==> src/hdl/acu_pkg.sv <==
// Shared types and constants for the alarm counter unit.
// Holds field widths, operation and status codes, controller states and the
// command and status structs. No dependencies.
package acu_pkg;

    localparam int OP_W        = 3;
    localparam int AID_W       = 4;
    localparam int CID_W       = 2;
    localparam int VAL_W       = 16;
    localparam int STATUS_W    = 2;
    localparam int MAP_W       = 8;
    localparam int MAP_IDX_W   = 3;
    localparam int CFG_IDX_W   = 2;
    localparam int CFG_DATA_W  = 16;

    localparam logic [OP_W-1:0] OP_SET_REL = 3'd0;
    localparam logic [OP_W-1:0] OP_SET_ABS = 3'd1;
    localparam logic [OP_W-1:0] OP_CANCEL  = 3'd2;
    localparam logic [OP_W-1:0] OP_TICK    = 3'd3;
    localparam logic [OP_W-1:0] OP_READ    = 3'd4;

    localparam logic [STATUS_W-1:0] ST_OK         = 2'd0;
    localparam logic [STATUS_W-1:0] ST_BAD_ID     = 2'd1;
    localparam logic [STATUS_W-1:0] ST_ACTIVE     = 2'd2;
    localparam logic [STATUS_W-1:0] ST_NOT_ACTIVE = 2'd3;

    localparam logic [CFG_IDX_W-1:0] REG_COUNTER0_MAX = 2'd0;
    localparam logic [CFG_IDX_W-1:0] REG_COUNTER1_MAX = 2'd1;
    localparam logic [CFG_IDX_W-1:0] REG_ALARM_MAP    = 2'd2;

    typedef enum logic [2:0] {
        S_IDLE,
        S_EXEC,
        S_REL_WAIT,
        S_SCAN,
        S_SCAN_WAIT,
        S_FINISH
    } acu_state_t;

    typedef struct packed {
        logic latch;
        logic exec;
        logic rel_commit;
        logic scan;
        logic scan_commit;
        logic load_out;
    } acu_cmd_t;

    typedef struct packed {
        logic exec_rel_mod;
        logic exec_tick;
        logic scan_mod;
        logic scan_last;
        logic mod_done;
    } acu_sts_t;

endpackage

==> src/hdl/acu_stream_if.sv <==
// Request and response channel interfaces of the alarm counter unit.
// Depends on acu_pkg for the field widths.
interface acu_req_if;
    logic                          valid;
    logic                          ready;
    logic [acu_pkg::OP_W-1:0]      operation;
    logic [acu_pkg::AID_W-1:0]     alarm_id;
    logic [acu_pkg::CID_W-1:0]     counter_id;
    logic [acu_pkg::VAL_W-1:0]     tick_value;
    logic [acu_pkg::VAL_W-1:0]     cycle_value;

    modport source (output valid, operation, alarm_id, counter_id, tick_value, cycle_value,
                    input ready);
    modport sink (input valid, operation, alarm_id, counter_id, tick_value, cycle_value,
                  output ready);
endinterface

interface acu_rsp_if;
    logic                          valid;
    logic                          ready;
    logic [acu_pkg::STATUS_W-1:0]  status;
    logic [acu_pkg::VAL_W-1:0]     counter_value;
    logic [acu_pkg::VAL_W-1:0]     counter_max;
    logic [acu_pkg::MAP_W-1:0]     fired_mask;

    modport source (output valid, status, counter_value, counter_max, fired_mask,
                    input ready);
    modport sink (input valid, status, counter_value, counter_max, fired_mask,
                  output ready);
endinterface

==> src/hdl/acu_mod.sv <==
// Iterative remainder unit: one restoring step per cycle, W steps per operation.
// Used by the datapath to reduce expiry times modulo a counter's maximum plus one.
module acu_mod #(
    parameter int W = 17
) (
    input  logic         clk,
    input  logic         rst_n,
    input  logic         start,
    input  logic [W-1:0] dividend,
    input  logic [W-1:0] divisor,
    output logic         done,
    output logic [W-1:0] remainder
);

    localparam int CNT_W = $clog2(W + 1);

    logic             busy_reg;
    logic             busy_next;
    logic             done_reg;
    logic             done_next;
    logic [CNT_W-1:0] cnt_reg;
    logic [CNT_W-1:0] cnt_next;
    logic [W-1:0]     quo_reg;
    logic [W-1:0]     rem_reg;
    logic [W-1:0]     div_reg;
    logic [W:0]       trial;
    logic [W:0]       diff;
    logic [W-1:0]     rem_step;

    assign trial    = {rem_reg, quo_reg[W-1]};
    assign diff     = trial - {1'b0, div_reg};
    assign rem_step = (trial >= {1'b0, div_reg}) ? diff[W-1:0] : trial[W-1:0];

    always_comb
    begin
        busy_next = busy_reg;
        done_next = 1'b0;
        cnt_next  = cnt_reg;
        if (start)
        begin
            busy_next = 1'b1;
            cnt_next  = CNT_W'(W);
        end
        else if (busy_reg)
        begin
            cnt_next = cnt_reg - CNT_W'(1);
            if (cnt_reg == CNT_W'(1))
            begin
                busy_next = 1'b0;
                done_next = 1'b1;
            end
        end
    end

    always_ff @(posedge clk or negedge rst_n)
    begin
        if (!rst_n)
        begin
            busy_reg <= 1'b0;
            done_reg <= 1'b0;
            cnt_reg  <= '0;
        end
        else
        begin
            busy_reg <= busy_next;
            done_reg <= done_next;
            cnt_reg  <= cnt_next;
        end
    end

    always_ff @(posedge clk)
    begin
        if (start)
        begin
            quo_reg <= dividend;
            div_reg <= divisor;
            rem_reg <= '0;
        end
        else if (busy_reg)
        begin
            quo_reg <= {quo_reg[W-2:0], 1'b0};
            rem_reg <= rem_step;
        end
    end

    assign done      = done_reg;
    assign remainder = rem_reg;

endmodule

==> src/hdl/acu_ctrl.sv <==
// Controller of the alarm counter unit: sequences decode, the alarm scan of a
// tick, remainder waits and the output register. Depends on acu_pkg.
module acu_ctrl (
    input  logic              clk,
    input  logic              rst_n,
    input  logic              req_valid,
    output logic              req_ready,
    output logic              rsp_valid,
    input  logic              rsp_ready,
    input  acu_pkg::acu_sts_t sts,
    output acu_pkg::acu_cmd_t cmd
);

    acu_pkg::acu_state_t state_reg;
    acu_pkg::acu_state_t state_next;
    logic                out_valid_reg;
    logic                out_valid_next;

    always_comb
    begin
        state_next = state_reg;
        case (state_reg)
            acu_pkg::S_IDLE:
            begin
                if (req_valid)
                    state_next = acu_pkg::S_EXEC;
            end
            acu_pkg::S_EXEC:
            begin
                if (sts.exec_rel_mod)
                    state_next = acu_pkg::S_REL_WAIT;
                else if (sts.exec_tick)
                    state_next = acu_pkg::S_SCAN;
                else
                    state_next = acu_pkg::S_FINISH;
            end
            acu_pkg::S_REL_WAIT:
            begin
                if (sts.mod_done)
                    state_next = acu_pkg::S_FINISH;
            end
            acu_pkg::S_SCAN:
            begin
                if (sts.scan_mod)
                    state_next = acu_pkg::S_SCAN_WAIT;
                else if (sts.scan_last)
                    state_next = acu_pkg::S_FINISH;
            end
            acu_pkg::S_SCAN_WAIT:
            begin
                if (sts.mod_done)
                    state_next = sts.scan_last ? acu_pkg::S_FINISH : acu_pkg::S_SCAN;
            end
            acu_pkg::S_FINISH:
            begin
                if (!out_valid_reg || rsp_ready)
                    state_next = acu_pkg::S_IDLE;
            end
            default:
                state_next = acu_pkg::S_IDLE;
        endcase
    end

    always_comb
    begin
        cmd       = '0;
        req_ready = 1'b0;
        case (state_reg)
            acu_pkg::S_IDLE:
            begin
                req_ready = 1'b1;
                cmd.latch = req_valid;
            end
            acu_pkg::S_EXEC:      cmd.exec        = 1'b1;
            acu_pkg::S_REL_WAIT:  cmd.rel_commit  = sts.mod_done;
            acu_pkg::S_SCAN:      cmd.scan        = 1'b1;
            acu_pkg::S_SCAN_WAIT: cmd.scan_commit = sts.mod_done;
            acu_pkg::S_FINISH:    cmd.load_out    = !out_valid_reg || rsp_ready;
            default:              cmd             = '0;
        endcase
    end

    always_comb
    begin
        if (cmd.load_out)
            out_valid_next = 1'b1;
        else if (rsp_ready)
            out_valid_next = 1'b0;
        else
            out_valid_next = out_valid_reg;
    end

    always_ff @(posedge clk or negedge rst_n)
    begin
        if (!rst_n)
        begin
            state_reg     <= acu_pkg::S_IDLE;
            out_valid_reg <= 1'b0;
        end
        else
        begin
            state_reg     <= state_next;
            out_valid_reg <= out_valid_next;
        end
    end

    assign rsp_valid = out_valid_reg;

endmodule

==> src/hdl/acu_dp.sv <==
// Datapath of the alarm counter unit: configuration, counters, alarm table,
// result register and the remainder unit. Depends on acu_pkg and acu_mod.
module acu_dp #(
    parameter int NUM_ALARMS   = 8,
    parameter int NUM_COUNTERS = 2,
    parameter int TW           = 16
) (
    input  logic                             clk,
    input  logic                             rst_n,
    input  logic                             cfg_we,
    input  logic [acu_pkg::CFG_IDX_W-1:0]    cfg_index,
    input  logic [acu_pkg::CFG_DATA_W-1:0]   cfg_wdata,
    input  logic [acu_pkg::OP_W-1:0]         operation,
    input  logic [acu_pkg::AID_W-1:0]        alarm_id,
    input  logic [acu_pkg::CID_W-1:0]        counter_id,
    input  logic [acu_pkg::VAL_W-1:0]        tick_value,
    input  logic [acu_pkg::VAL_W-1:0]        cycle_value,
    input  acu_pkg::acu_cmd_t                cmd,
    output acu_pkg::acu_sts_t                sts,
    output logic [acu_pkg::STATUS_W-1:0]     status,
    output logic [acu_pkg::VAL_W-1:0]        counter_value,
    output logic [acu_pkg::VAL_W-1:0]        counter_max,
    output logic [acu_pkg::MAP_W-1:0]        fired_mask
);

    localparam int AW        = (NUM_ALARMS > 1) ? $clog2(NUM_ALARMS) : 1;
    localparam int CW        = (NUM_COUNTERS > 1) ? $clog2(NUM_COUNTERS) : 1;
    localparam int AID_W     = acu_pkg::AID_W;
    localparam int CID_W     = acu_pkg::CID_W;
    localparam int VAL_W     = acu_pkg::VAL_W;
    localparam int MAP_IDX_W = acu_pkg::MAP_IDX_W;
    localparam int CFG_IDX_W = acu_pkg::CFG_IDX_W;

    logic [TW-1:0]                   max_reg [NUM_COUNTERS];
    logic [acu_pkg::MAP_W-1:0]       map_reg;
    logic [TW-1:0]                   tick_count_reg [NUM_COUNTERS];
    logic [TW-1:0]                   expiry_reg [NUM_ALARMS];
    logic [TW-1:0]                   reload_reg [NUM_ALARMS];
    logic [NUM_ALARMS-1:0]           armed_reg;
    logic [acu_pkg::MAP_W-1:0]       fired_reg;
    logic [AW-1:0]                   scan_idx_reg;

    logic [acu_pkg::OP_W-1:0]        op_reg;
    logic [AID_W-1:0]                aid_reg;
    logic [CID_W-1:0]                cid_reg;
    logic [TW-1:0]                   tval_reg;
    logic [TW-1:0]                   cval_reg;

    logic [acu_pkg::STATUS_W-1:0]    status_reg;
    logic                            report_reg;
    logic [CW-1:0]                   sel_reg;

    logic [acu_pkg::STATUS_W-1:0]    out_status_reg;
    logic [VAL_W-1:0]                out_value_reg;
    logic [VAL_W-1:0]                out_max_reg;
    logic [acu_pkg::MAP_W-1:0]       out_fired_reg;

    logic                            aid_ok;
    logic                            cid_ok;
    logic [AW-1:0]                   aidx;
    logic [CW-1:0]                   cidx;
    logic                            bound;
    logic                            bound_ok;
    logic                            is_alarm_op;
    logic [CW-1:0]                   ctr_sel;
    logic [TW-1:0]                   cur_tick;
    logic [TW-1:0]                   cur_max;
    logic [TW:0]                     rel_sum;
    logic                            rel_over;
    logic [TW:0]                     tick_inc;
    logic [TW-1:0]                   tick_next;
    logic [TW-1:0]                   arm_expiry;
    logic [acu_pkg::STATUS_W-1:0]    status_c;
    logic                            report_c;
    logic                            do_arm;
    logic                            do_disarm;
    logic                            do_tick;
    logic                            exec_rel_mod;

    logic [MAP_IDX_W-1:0]            scan_map_idx;
    logic [TW-1:0]                   sc_tick;
    logic [TW-1:0]                   sc_max;
    logic                            hit;
    logic                            cyclic;
    logic [TW:0]                     e_sum;
    logic                            e_over;
    logic                            scan_mod;

    logic                            mod_start;
    logic [TW:0]                     mod_dividend;
    logic [TW:0]                     mod_divisor;
    logic                            mod_done;
    logic [TW:0]                     mod_rem;

    // Decode of the latched request.
    assign aid_ok      = aid_reg < AID_W'(NUM_ALARMS);
    assign cid_ok      = cid_reg < CID_W'(NUM_COUNTERS);
    assign aidx        = aid_reg[AW-1:0];
    assign cidx        = cid_reg[CW-1:0];
    assign bound       = map_reg[aid_reg[MAP_IDX_W-1:0]];
    assign bound_ok    = {{(CID_W-1){1'b0}}, bound} < CID_W'(NUM_COUNTERS);
    assign is_alarm_op = (op_reg == acu_pkg::OP_SET_REL) || (op_reg == acu_pkg::OP_SET_ABS)
                         || (op_reg == acu_pkg::OP_CANCEL);

    always_comb
    begin
        if (is_alarm_op)
            ctr_sel = bound_ok ? CW'(bound) : '0;
        else
            ctr_sel = cid_ok ? cidx : '0;
    end

    assign cur_tick   = tick_count_reg[ctr_sel];
    assign cur_max    = max_reg[ctr_sel];
    assign rel_sum    = {1'b0, cur_tick} + {1'b0, tval_reg};
    assign rel_over   = rel_sum > {1'b0, cur_max};
    assign tick_inc   = {1'b0, cur_tick} + (TW+1)'(1);
    assign tick_next  = (tick_inc > {1'b0, cur_max}) ? '0 : tick_inc[TW-1:0];
    assign arm_expiry = (op_reg == acu_pkg::OP_SET_REL) ? rel_sum[TW-1:0] : tval_reg;

    always_comb
    begin
        status_c  = acu_pkg::ST_OK;
        report_c  = 1'b0;
        do_arm    = 1'b0;
        do_disarm = 1'b0;
        do_tick   = 1'b0;
        case (op_reg)
            acu_pkg::OP_SET_REL, acu_pkg::OP_SET_ABS, acu_pkg::OP_CANCEL:
            begin
                if (!aid_ok)
                    status_c = acu_pkg::ST_BAD_ID;
                else if (op_reg == acu_pkg::OP_CANCEL)
                begin
                    if (!armed_reg[aidx])
                        status_c = acu_pkg::ST_NOT_ACTIVE;
                    else
                        do_disarm = 1'b1;
                end
                else if (armed_reg[aidx])
                    status_c = acu_pkg::ST_ACTIVE;
                else if ((op_reg == acu_pkg::OP_SET_REL) && !bound_ok)
                    status_c = acu_pkg::ST_BAD_ID;
                else
                    do_arm = 1'b1;
                report_c = (status_c != acu_pkg::ST_BAD_ID) && bound_ok;
            end
            acu_pkg::OP_TICK, acu_pkg::OP_READ:
            begin
                if (!cid_ok)
                    status_c = acu_pkg::ST_BAD_ID;
                else
                begin
                    report_c = 1'b1;
                    do_tick  = (op_reg == acu_pkg::OP_TICK);
                end
            end
            default:
                status_c = acu_pkg::ST_BAD_ID;
        endcase
    end

    assign exec_rel_mod = do_arm && (op_reg == acu_pkg::OP_SET_REL) && rel_over;

    // One alarm is examined per scan step; it hits only if bound to the tick's counter.
    assign scan_map_idx = MAP_IDX_W'(scan_idx_reg);
    assign sc_tick      = tick_count_reg[sel_reg];
    assign sc_max       = max_reg[sel_reg];
    assign hit          = armed_reg[scan_idx_reg]
                          && (cid_reg == {{(CID_W-1){1'b0}}, map_reg[scan_map_idx]})
                          && (expiry_reg[scan_idx_reg] == sc_tick);
    assign cyclic       = reload_reg[scan_idx_reg] != '0;
    assign e_sum        = {1'b0, expiry_reg[scan_idx_reg]} + {1'b0, reload_reg[scan_idx_reg]};
    assign e_over       = e_sum > {1'b0, sc_max};
    assign scan_mod     = hit && cyclic && e_over;

    assign mod_start    = (cmd.exec && exec_rel_mod) || (cmd.scan && scan_mod);
    assign mod_dividend = cmd.exec ? rel_sum : e_sum;
    assign mod_divisor  = cmd.exec ? ({1'b0, cur_max} + (TW+1)'(1))
                                   : ({1'b0, sc_max} + (TW+1)'(1));

    acu_mod #(
        .W (TW + 1)
    ) u_mod (
        .clk       (clk),
        .rst_n     (rst_n),
        .start     (mod_start),
        .dividend  (mod_dividend),
        .divisor   (mod_divisor),
        .done      (mod_done),
        .remainder (mod_rem)
    );

    always_ff @(posedge clk or negedge rst_n)
    begin
        if (!rst_n)
        begin
            for (int c = 0; c < NUM_COUNTERS; c++)
            begin
                max_reg[c]        <= '1;
                tick_count_reg[c] <= '0;
            end
            for (int a = 0; a < NUM_ALARMS; a++)
            begin
                expiry_reg[a] <= '0;
                reload_reg[a] <= '0;
            end
            map_reg      <= '0;
            armed_reg    <= '0;
            fired_reg    <= '0;
            scan_idx_reg <= '0;
            status_reg   <= acu_pkg::ST_OK;
            report_reg   <= 1'b0;
            sel_reg      <= '0;
        end
        else
        begin
            for (int c = 0; c < NUM_COUNTERS; c++)
            begin
                if (cfg_we && (cfg_index == CFG_IDX_W'(c)))
                    max_reg[c] <= cfg_wdata[TW-1:0];
            end
            if (cfg_we && (cfg_index == acu_pkg::REG_ALARM_MAP))
                map_reg <= cfg_wdata[acu_pkg::MAP_W-1:0];

            if (cmd.exec)
            begin
                status_reg   <= status_c;
                report_reg   <= report_c;
                sel_reg      <= ctr_sel;
                fired_reg    <= '0;
                scan_idx_reg <= '0;
                if (do_arm)
                begin
                    armed_reg[aidx]  <= 1'b1;
                    reload_reg[aidx] <= cval_reg;
                    if (!exec_rel_mod)
                        expiry_reg[aidx] <= arm_expiry;
                end
                if (do_disarm)
                begin
                    armed_reg[aidx]  <= 1'b0;
                    reload_reg[aidx] <= '0;
                end
                if (do_tick)
                    tick_count_reg[cidx] <= tick_next;
            end

            if (cmd.rel_commit)
                expiry_reg[aidx] <= mod_rem[TW-1:0];

            if (cmd.scan)
            begin
                if (hit)
                begin
                    fired_reg[scan_map_idx] <= 1'b1;
                    if (!cyclic)
                        armed_reg[scan_idx_reg] <= 1'b0;
                    else if (!e_over)
                        expiry_reg[scan_idx_reg] <= e_sum[TW-1:0];
                end
                if (!scan_mod)
                    scan_idx_reg <= scan_idx_reg + AW'(1);
            end

            if (cmd.scan_commit)
            begin
                expiry_reg[scan_idx_reg] <= mod_rem[TW-1:0];
                scan_idx_reg             <= scan_idx_reg + AW'(1);
            end
        end
    end

    always_ff @(posedge clk)
    begin
        if (cmd.latch)
        begin
            op_reg   <= operation;
            aid_reg  <= alarm_id;
            cid_reg  <= counter_id;
            tval_reg <= tick_value[TW-1:0];
            cval_reg <= cycle_value[TW-1:0];
        end
        if (cmd.load_out)
        begin
            out_status_reg <= status_reg;
            out_value_reg  <= report_reg ? VAL_W'(tick_count_reg[sel_reg]) : '0;
            out_max_reg    <= report_reg ? VAL_W'(max_reg[sel_reg]) : '0;
            out_fired_reg  <= fired_reg;
        end
    end

    assign sts.exec_rel_mod = exec_rel_mod;
    assign sts.exec_tick    = do_tick;
    assign sts.scan_mod     = scan_mod;
    assign sts.scan_last    = scan_idx_reg == AW'(NUM_ALARMS - 1);
    assign sts.mod_done     = mod_done;

    assign status        = out_status_reg;
    assign counter_value = out_value_reg;
    assign counter_max   = out_max_reg;
    assign fired_mask    = out_fired_reg;

endmodule

==> src/hdl/alarm_counter_unit_core.sv <==
// Alarm counter unit top level: one request at a time. A request is latched, executed and
// its result loaded into the output register; a set_rel that wraps also waits for the
// remainder unit, of TW+1 bits, where TW is TICK_WIDTH capped at 16. A tick adds one scan
// step per alarm, plus a remainder wait for each cyclic alarm whose re-arm wraps. The next
// request is accepted once the response is in the output register. Reset clears counters
// and alarms, sets maxima to all ones and the alarm map to zero, immediately.
module alarm_counter_unit_core #(
    parameter int NUM_ALARMS   = 8,
    parameter int NUM_COUNTERS = 2,
    parameter int TICK_WIDTH   = 16
) (
    input  logic                           clk,
    input  logic                           rst_n,
    input  logic                           cfg_we,
    input  logic [acu_pkg::CFG_IDX_W-1:0]  cfg_index,
    input  logic [acu_pkg::CFG_DATA_W-1:0] cfg_wdata,
    acu_req_if.sink                        req,
    acu_rsp_if.source                      rsp
);

    localparam int TW = (TICK_WIDTH < acu_pkg::VAL_W) ? TICK_WIDTH : acu_pkg::VAL_W;

    acu_pkg::acu_cmd_t cmd;
    acu_pkg::acu_sts_t sts;

    acu_ctrl u_ctrl (
        .clk       (clk),
        .rst_n     (rst_n),
        .req_valid (req.valid),
        .req_ready (req.ready),
        .rsp_valid (rsp.valid),
        .rsp_ready (rsp.ready),
        .sts       (sts),
        .cmd       (cmd)
    );

    acu_dp #(
        .NUM_ALARMS   (NUM_ALARMS),
        .NUM_COUNTERS (NUM_COUNTERS),
        .TW           (TW)
    ) u_dp (
        .clk           (clk),
        .rst_n         (rst_n),
        .cfg_we        (cfg_we),
        .cfg_index     (cfg_index),
        .cfg_wdata     (cfg_wdata),
        .operation     (req.operation),
        .alarm_id      (req.alarm_id),
        .counter_id    (req.counter_id),
        .tick_value    (req.tick_value),
        .cycle_value   (req.cycle_value),
        .cmd           (cmd),
        .sts           (sts),
        .status        (rsp.status),
        .counter_value (rsp.counter_value),
        .counter_max   (rsp.counter_max),
        .fired_mask    (rsp.fired_mask)
    );

endmodule

==> src/flat_wrapper.sv <==
// flat-port wrapper written by rule: the top's interface ports become plain ports
module alarm_counter_unit_core_flat 
#(
    parameter int NUM_ALARMS   = 8,
    parameter int NUM_COUNTERS = 2,
    parameter int TICK_WIDTH   = 16
)
  (clk, rst_n, cfg_we, cfg_index, cfg_wdata, req_valid, req_operation, req_alarm_id, req_counter_id, req_tick_value, req_cycle_value, req_ready, rsp_valid, rsp_status, rsp_counter_value, rsp_counter_max, rsp_fired_mask, rsp_ready);
  acu_req_if req_i ();
  acu_rsp_if rsp_i ();
  input  logic clk;
  input  logic rst_n;
  input  logic cfg_we;
  input  logic [acu_pkg::CFG_IDX_W-1:0] cfg_index;
  input  logic [acu_pkg::CFG_DATA_W-1:0] cfg_wdata;
  input wire logic [$bits(req_i.valid)-1:0] req_valid;
  input wire logic [$bits(req_i.operation)-1:0] req_operation;
  input wire logic [$bits(req_i.alarm_id)-1:0] req_alarm_id;
  input wire logic [$bits(req_i.counter_id)-1:0] req_counter_id;
  input wire logic [$bits(req_i.tick_value)-1:0] req_tick_value;
  input wire logic [$bits(req_i.cycle_value)-1:0] req_cycle_value;
  output wire logic [$bits(req_i.ready)-1:0] req_ready;
  output wire logic [$bits(rsp_i.valid)-1:0] rsp_valid;
  output wire logic [$bits(rsp_i.status)-1:0] rsp_status;
  output wire logic [$bits(rsp_i.counter_value)-1:0] rsp_counter_value;
  output wire logic [$bits(rsp_i.counter_max)-1:0] rsp_counter_max;
  output wire logic [$bits(rsp_i.fired_mask)-1:0] rsp_fired_mask;
  input wire logic [$bits(rsp_i.ready)-1:0] rsp_ready;
  assign req_i.valid = req_valid;
  assign req_i.operation = req_operation;
  assign req_i.alarm_id = req_alarm_id;
  assign req_i.counter_id = req_counter_id;
  assign req_i.tick_value = req_tick_value;
  assign req_i.cycle_value = req_cycle_value;
  assign req_ready = req_i.ready;
  assign rsp_valid = rsp_i.valid;
  assign rsp_status = rsp_i.status;
  assign rsp_counter_value = rsp_i.counter_value;
  assign rsp_counter_max = rsp_i.counter_max;
  assign rsp_fired_mask = rsp_i.fired_mask;
  assign rsp_i.ready = rsp_ready;
  alarm_counter_unit_core #(.NUM_ALARMS(NUM_ALARMS), .NUM_COUNTERS(NUM_COUNTERS), .TICK_WIDTH(TICK_WIDTH)) u_core (.clk(clk), .rst_n(rst_n), .cfg_we(cfg_we), .cfg_index(cfg_index), .cfg_wdata(cfg_wdata), .req(req_i), .rsp(rsp_i));
endmodule
==> config.mk <==
export PLATFORM = sky130hd
export DESIGN_NAME = alarm_counter_unit_core_flat
export DESIGN_NICKNAME = d
export VERILOG_FILES = /design/src/hdl/acu_pkg.sv /design/src/hdl/acu_stream_if.sv /design/src/hdl/acu_mod.sv /design/src/hdl/acu_ctrl.sv /design/src/hdl/acu_dp.sv /design/src/hdl/alarm_counter_unit_core.sv /design/src/flat_wrapper.sv
export SDC_FILE = /design/constraint.sdc
export NUM_CORES = 2
export LEC_CHECK = 0
export ABC_AREA = 1
export ABC_CLOCK_PERIOD_IN_PS = 8500
export BUFFER_PORTS_ARGS = -buffer_cell sky130_fd_sc_hd__buf_4
export CAP_MARGIN = 0
export CORE_MARGIN = 4
export CORE_UTILIZATION = 45
export CTS_CLUSTER_SIZE = 25
export DETAILED_ROUTE_END_ITERATION = 8
export SYNTH_ARGS = -nofsm -noshare
export SYNTH_HDL_FRONTEND = slang
export SYNTH_SLANG_ARGS = --single-unit
==> constraint.sdc <==
create_clock -name clk -period 8.5 [get_ports clk]
set_clock_uncertainty 0.2 [all_clocks]
set_input_delay 0.425 -clock clk [delete_from_list [all_inputs] [get_ports clk]]
set_output_delay 0.425 -clock clk [all_outputs]
set_load 0.01 [all_outputs]
# ---- After elaboration in Yosys (flattened, before gate mapping)
# Cells that the tools add are included.
dict set report word_totals {
  ff_bits 496
  inputBits 64
}
dict set report classes {
  n_eq_ne 21
  n_bitwise 13
  n_lt_le_gt_ge 18
  n_reduce_logical 31
  add_sub_neg 8
  n_mux 123
}
# cell n
set ops {}
lappend ops {{$mux 128} 12}
lappend ops {{$bwmux 128} 5}
lappend ops {{$mux 16} 21}
lappend ops {{$and 128x128->128} 1}
lappend ops {{$not 128->128} 1}
lappend ops {{$bmux 16 s3} 2}
lappend ops {{$demux 16 s3} 2}
lappend ops {{$mux 17} 5}
lappend ops {{$mux 8} 10}
lappend ops {{$add 16x1->17 const B} 3}
lappend ops {{$gt 17x16->1} 3}
lappend ops {{$mux 3} 13}
lappend ops {{$mux 1} 35}
lappend ops {{$add 16x16->17} 2}
lappend ops {{$bwmux 32} 1}
lappend ops {{$ge 18x17->1} 1}
lappend ops {{$pmux 3 s6} 1}
lappend ops {{$sub 17x17->17} 1}
lappend ops {{$and 8x8->8} 2}
lappend ops {{$demux 16 s1} 1}
lappend ops {{$eq 16x16->1} 1}
lappend ops {{$logic_and 1x1->1} 16}
lappend ops {{$not 8->8} 2}
lappend ops {{$or 8x8->8} 2}
lappend ops {{other kinds (38)} 71}

# ---- Depth between registers and ports, before layout
dict set report depth {
  ltp_word 23
  depth_mapped 45
}

# ---- By module
# From an unflattened synthesis, not the netlist that was laid out.
dict set report hier_totals {
  hier_cells 5977
  area_unflattened_um2 37748.7
}
# module n_inst seq_area_each_um2 cells_each area_each_um2
set modules_own_cells {}
lappend modules_own_cells {acu_dp 1 11315.9 5438 33771.1}
lappend modules_own_cells {acu_mod 1 1536.5 471 3589.7}
lappend modules_own_cells {acu_ctrl 1 100.1 68 387.9}

# ---- Worst setup path after synthesis
# No wires, ideal clock.
dict set report synth_timing {
  path_type {register to register}
  start {register u_core.u_dp.aid_reg[0]}
  end {register u_core.u_dp.u_mod.quo_reg[0] (enable)}
  setup_slack_ns 3.068
  required_time_ns 7.926
  stages_incl_launch_ff 42
  synth_period_minus_slack_ns 5.432
  path_buffers 3
  t_arrival_ns 4.858
  setup_ns 0.374
  path_cell_list {edfxtp_1 -> buf_4 -> inv_2 -> nand2_1 -> nand2_1 -> nand2_1 -> nand2_1 -> nand2_1 -> nand2_1 -> nand2_1 -> nand2_2 -> buf_2 -> nand2_1 -> nand2_1 -> ha_1 -> inv_1 -> fa_1 -> nand3b_1 -> [6 not listed] -> ha_1 -> nand2_1 -> inv_1 -> nand3_1 -> nor3_1 -> nand2_1 -> nand2_1 -> nand2_1 -> nand2_1 -> nand2_1 -> nand2_1 -> nand2_1 -> nand2_1 -> nand3_1 -> nand2_4 -> inv_2 -> buf_2 -> nand2_1}
}
dict set report synth_via {
  elab_chain_len 13
  word_cells_on_any_way 24
}
# element line
set synth_rtl {}
lappend synth_rtl {{from (decl)} acu_dp.sv:44} ;# logic [AID_W-1:0] aid_reg;
lappend synth_rtl {{from (signal assigned)} acu_dp.sv:279} ;# aid_reg <= alarm_id;
lappend synth_rtl {{$bmux 1 s3} acu_dp.sv:100} ;# assign bound = map_reg[aid_reg[MAP_IDX_W-1:0]];
lappend synth_rtl {{$mux 1 (implied by the code)} acu_dp.sv:100}
lappend synth_rtl {{$mux 1} acu_dp.sv:107} ;# if (is_alarm_op)
lappend synth_rtl {{$not 1->2 (implied by the code)} {acu_dp.sv:113, acu_dp.sv:114}}
lappend synth_rtl {{$mux 16 (implied by the code) (3 in series)} acu_dp.sv:113} ;# assign cur_tick = tick_count_reg[ctr_sel];
lappend synth_rtl {{$add 16x16->17} acu_dp.sv:115} ;# assign rel_sum = {1'b0, cur_tick} + {1'b0, tval_reg};
lappend synth_rtl {{$gt 17x16->1} acu_dp.sv:116} ;# assign rel_over = rel_sum > {1'b0, cur_max};
lappend synth_rtl {{$logic_and 1x1->1 *} acu_dp.sv:163} ;# assign exec_rel_mod = do_arm && (op_reg == acu_pkg::OP_SET_REL) && rel_over;
lappend synth_rtl {{$logic_and 1x1->1 *} acu_dp.sv:177} ;# assign mod_start = (cmd.exec && exec_rel_mod) || (cmd.scan && scan_mod);
lappend synth_rtl {{$logic_or 1x1->1 *} acu_dp.sv:177}
lappend synth_rtl {{$reduce_bool 2->1 (no line) *} --}
lappend synth_rtl {{to (signal assigned)} acu_mod.sv:75} ;# quo_reg <= dividend;
lappend synth_rtl {{to (signal assigned)} acu_mod.sv:81} ;# quo_reg <= {quo_reg[W-2:0], 1'b0};
lappend synth_rtl {{to (decl)} acu_mod.sv:23} ;# logic [W-1:0] quo_reg;
# Mark *: on every way between the ends. The rest lies on a longest branch, timed or not. The select of a mux whose other input is x is not followed.
# A chain may end at the register's enable or synchronous reset.

# ---- Worst setup path after layout
dict set report layout_timing {
  start {register u_core.u_dp.aid_reg[0]}
  end {register u_core.u_dp.expiry_reg[63] (netlist name)}
}
dict set report layout_via {
  elab_chain_len 22
  word_cells_on_any_way 41
}
# element line
set layout_rtl {}
lappend layout_rtl {{$bmux 1 s3} acu_dp.sv:100}
lappend layout_rtl {{$mux 1 (implied by the code)} acu_dp.sv:100}
lappend layout_rtl {{$mux 1} acu_dp.sv:107}
lappend layout_rtl {{$not 1->2 (implied by the code)} {acu_dp.sv:113, acu_dp.sv:114}}
lappend layout_rtl {{$mux 16 (implied by the code) (3 in series)} acu_dp.sv:113}
lappend layout_rtl {{$add 16x16->17} acu_dp.sv:115}
lappend layout_rtl {{$gt 17x16->1 / $mux 16 (equally long branches)} {acu_dp.sv:116, acu_dp.sv:119}}
lappend layout_rtl {{$logic_and 1x1->1 / $bwmux 128 (equally long branches)} {acu_dp.sv:163, acu_dp.sv:238}}
lappend layout_rtl {{[4 not listed]} --}
lappend layout_rtl {{$mux 128 *} acu_dp.sv:249} ;# if (cmd.rel_commit)
lappend layout_rtl {{$bwmux 128} acu_dp.sv:260} ;# expiry_reg[scan_idx_reg] <= e_sum[TW-1:0];
lappend layout_rtl {{$mux 128} acu_dp.sv:259} ;# else if (!e_over)
lappend layout_rtl {{$mux 128} acu_dp.sv:257} ;# if (!cyclic)
lappend layout_rtl {{$mux 128} acu_dp.sv:254} ;# if (hit)
lappend layout_rtl {{$mux 128 *} acu_dp.sv:252} ;# if (cmd.scan)
lappend layout_rtl {{$bwmux 128} acu_dp.sv:268} ;# expiry_reg[scan_idx_reg] <= mod_rem[TW-1:0];
lappend layout_rtl {{$mux 128 *} acu_dp.sv:266} ;# if (cmd.scan_commit)
lappend layout_rtl {{to (signal, indexed assignment)} acu_dp.sv:250} ;# expiry_reg[aidx] <= mod_rem[TW-1:0];
lappend layout_rtl {{to (signal, indexed assignment)} acu_dp.sv:260}
lappend layout_rtl {{to (signal, indexed assignment)} acu_dp.sv:268}
lappend layout_rtl {{to (decl)} acu_dp.sv:37} ;# logic [TW-1:0] expiry_reg [NUM_ALARMS];
# Marks and branches as above.

==> summary.md <==
| Metric | Value |
|---|---|
| Psw | `9730 uW` |
| Reg2reg end | `u_core.u_dp.expiry_reg[63]` |
| Clock root cell | `clkbuf_16` |
| Hold_ws | `roughly 50 ps` |
| Final period util | `0.854` |
| # H-tree levels | `2` |
| WP data arrival | `7590 ps` |
| Reg2reg start | `u_core.u_dp.aid_reg[0]` |
| F_max | `138 MHz` |
| FF+latch area | `approximately 0.013 mm2` |
| Vias in the first global route | `35.5k` |
| R2r setup slk | `approximately 1200 ps` |
| Clock Power Share | `0.152` |
| Synth Instances | `~5.7k` |
| Clock Tree Buf Depth | `3` |
| Max FO, Critical Path | `a little over 70` |
| Family with the most delay on the worst path | `simple AND/OR/NAND/NOR gates` |
| Clock-pin slew on the worst setup and hold paths | `60 ps` |
| Chip width | `295 um` |
| Area share of the largest cell type after synthesis | `0.223` |
| Synthesized Nets | `5850` |
| Top Ports | `108` |
| CTS resizes | `0` |
| Worst Reg2Reg Path Length in Cells | `39` |
| Buf+Inv Stages, Crit Path | `4` |
| WL/cell | `23.2 um` |
| Total track usage | `0.354` |
| Placed instance area | `0.0386 mm2` |
| Worst vdd ir | `0.866 mV` |
| Worst Setup EP | `u_core.u_dp.expiry_reg[63]` |
| Area of the multi-input gates | `0.0201 mm2` |
| Leakage power | `approximately 0.021 uW` |
| #FFs+latches synth | `496` |
| Share of cells above drive strength 1 | `0.0719` |
| FP Rows | `roughly 100` |
| Die area | `0.0869 mm2` |
| Async SR Flop Fraction | `0.730` |
| Routability Congestion | `0.980` |
| Levels on crit path | `39` |
| Syn Area/Cell | `6.52 um2` |
| Number of setup violations in the final report | `0` |
| Setup TNS | `0 ps` |
| Sw frac | `0.554` |
| Combinational share of power | `0.616` |
| PwrDens | `426 mW/mm2` |
| Final wirelength | `157000 um` |
| Count leader, synth | `nand2_1` |
| Rel. slew slack | `0.150` |
| Cell with the largest stage delay on the worst path | `nand2_4` |
| Sink Count | `around 500` |
| Largest net degree at the start of global routing | `around 140` |
| Worst setup EP type | `flop` |
| Critical Path Source | `u_core.u_dp.aid_reg[0]` |
| Gr ovfl total | `0` |
| Final ANT Viol Nets | `0` |
| RSZ-0062 raised after global routing | `no` |
| Seq pwr share | `0.231` |
| Fin. Hold Viols | `0` |
| Most used cell, CP | `nand2_1` |
| Clock Latency Late Sink | `a little under 700 ps` |
| Internal cell power | `7850 uW` |
| Cell taking the most area after synthesis | `dfrtp_1` |
| CP Class | `reg -> reg` |
| Antenna violations before repair | `2` |
| Fill count | `roughly 8.2k` |
| Layout area overhead | `11.5%` |
| First-pass GRT wire length | `232000 um` |
| CTS tree | `done` |
| Vias per cell | `5.81` |
| Cts bufs inserted | `58` |
| Max cap viols | `0` |
| Hold Crit Class | `in -> reg` |
| Synth top area cells | `dfrtp_1 (22%), nand2_1 (21%), edfxtp_1 (9.5%)` |
| Synth unique cells | `57` |
| Sequential share of the synthesized area | `0.350` |
| Netlist Area Pre-Place | `0.0370 mm2` |
| Via count | `39.3k` |
| Initial Util | `0.456` |
| Final design instance area without fill | `0.0412 mm2` |
| Starting DRC count in detailed routing | `4942` |
| 1st-pass router iterations | `6` |
| WP data required | `8830 ps` |
| Worst-Margin Slew | `1270 ps` |
| Final Max Tran Viols | `0` |
| Nets | `between 5k and 6k` |
| Dpl hpwl | `just over 100000 um` |
| PortBufs | `107` |
| Crit path launch type | `flop` |
| Post-synth top cells | `nand2_1 (2027), inv_1 (676), nand3_1 (500)` |
| Core Util, Final | `0.509` |
| Slowest stage delay, CP | `approximately 840 ps` |
| Post-CTS setup buffer count | `0` |
| Status | `finished, final reports clean` |
| Die height | `295 um` |
| Ys flop type | `dfrtp_1` |
| Residual DRC | `0` |
| Power Total | `17600 uW` |
| Minimum clock period | `7260 ps` |
| EDFF count, synth | `roughly 120` |
| Yosys warns | `0` |
| Core box area | `between 0.08 and 0.09 mm2` |
[per-layer routing]
layer | GRT usage | wire length (um) | vias to the layer above
li1 | - | - | 18300
met1 | 0.487 | 64200 | 18300
met2 | 0.527 | 66000 | 2225
met3 | 0.0782 | 17400 | 523
met4 | 0.172 | 9610 | 0
met5 | 0 | 0 | -
[worst min-delay path, cell delays in order]
cell and delay (ps):
buf_4 80, nor2_1 110, inv_1 100, nand2_1 120
[cell usage in the layout (no fill, tap or decap), types with 6 or more instances in the layout]
master         count
a211oi_1          83
a21boi_0           7
a21o_1             9
a21oi_1          155
buf_12             6
buf_4            199
clkbuf_1          13
clkbuf_16         59
clkbuf_8          11
clkinv_1          13
clkinv_2          11
dfrtp_1          328
dfstp_2           32
dfxtp_1           17
dlygate4sd3_1     58
edfxtp_1         117
ha_1             106
inv_1            674
inv_2             10
nand2_1         2025
nand3_1          500
nand3_4            8
nand3b_1         116
nand4_1          183
nor2_1           316
nor2_2            11
nor3_1            13
nor3_2            11
nor3_4             6
o211ai_1           7
o21ai_0          421
o21ai_1           38
o21bai_1           9
o22ai_1           11
o31ai_1            9
or2_2             15
xnor2_1           13
xor2_1            32
[repair_timing]
action                     CTS  global route
hold endpoints to repair   167             0
setup endpoints to repair    0             0
hold buffers                58             0
[power groups by stage]
stage / clock, uW / sequential, uW / combinational, uW
2_1_floorplan: 0 / 3770 / 6850
3_3_place_gp: 0 / 4070 / 10300
3_5_place_dp: 0 / 4070 / 10400
4_1_cts: 2710 / 4040 / 10500
5_1_grt: 2810 / 4140 / 11700
6_report: 2680 / 4070 / 10800
[final cells by class]
class,instances,area share
Clock inverter,26,0.00825
Sequential cell,496,0.314
Antenna cell,2,0.000121
Inverter,696,0.0635
Clock buffer,84,0.0408
Multi-Input combinational cell,4150,0.487
Timing Repair Buffer,264,0.0536
Tap cell,1060,0.0322
[cell families (layout without fill, tap and decap cells)]
family / after synthesis / in the layout / synth area share
muxes: 1 / 1 / 0.000270
other: 0 / 2 / 0
AOI/OAI and AO/OA: 768 / 768 / 0.114
adders and majority gates: 109 / 109 / 0.0375
DFF: 496 / 496 / 0.350
and+or+nand+nor: 3227 / 3227 / 0.376
xor gates and xnor gates: 45 / 45 / 0.0107
buffers and inverters: 1031 / 1070 / 0.111
[how the worst min path moves through the flow]
stage | cells past startpoint | slack [ps] | to | start
4_1_cts | 4 | 50 | u_core.u_ctrl.rsp_valid | rsp_ready
3_5_place_dp | 0 | 240 | u_core.u_dp.fired_mask[0] | u_core.u_dp.fired_reg[0]
6_report | 4 | 50 | u_core.u_ctrl.rsp_valid | rsp_ready
3_3_place_gp | 0 | 240 | u_core.u_dp.fired_mask[0] | u_core.u_dp.fired_reg[0]
5_1_grt | 4 | 70 | u_core.u_ctrl.rsp_valid | rsp_ready
2_1_floorplan | 0 | -70 | u_core.u_ctrl.rsp_valid | rst_n
[through the flow]
stage	cells	setup WS [ps]
floorplan	5677	3070
global placement	6608	1420
detailed placement	6608	1420
CTS	6776	1370
global route	6776	559
finish	6778	1240
No activity file was read; power rests on OpenSTA's default activity.
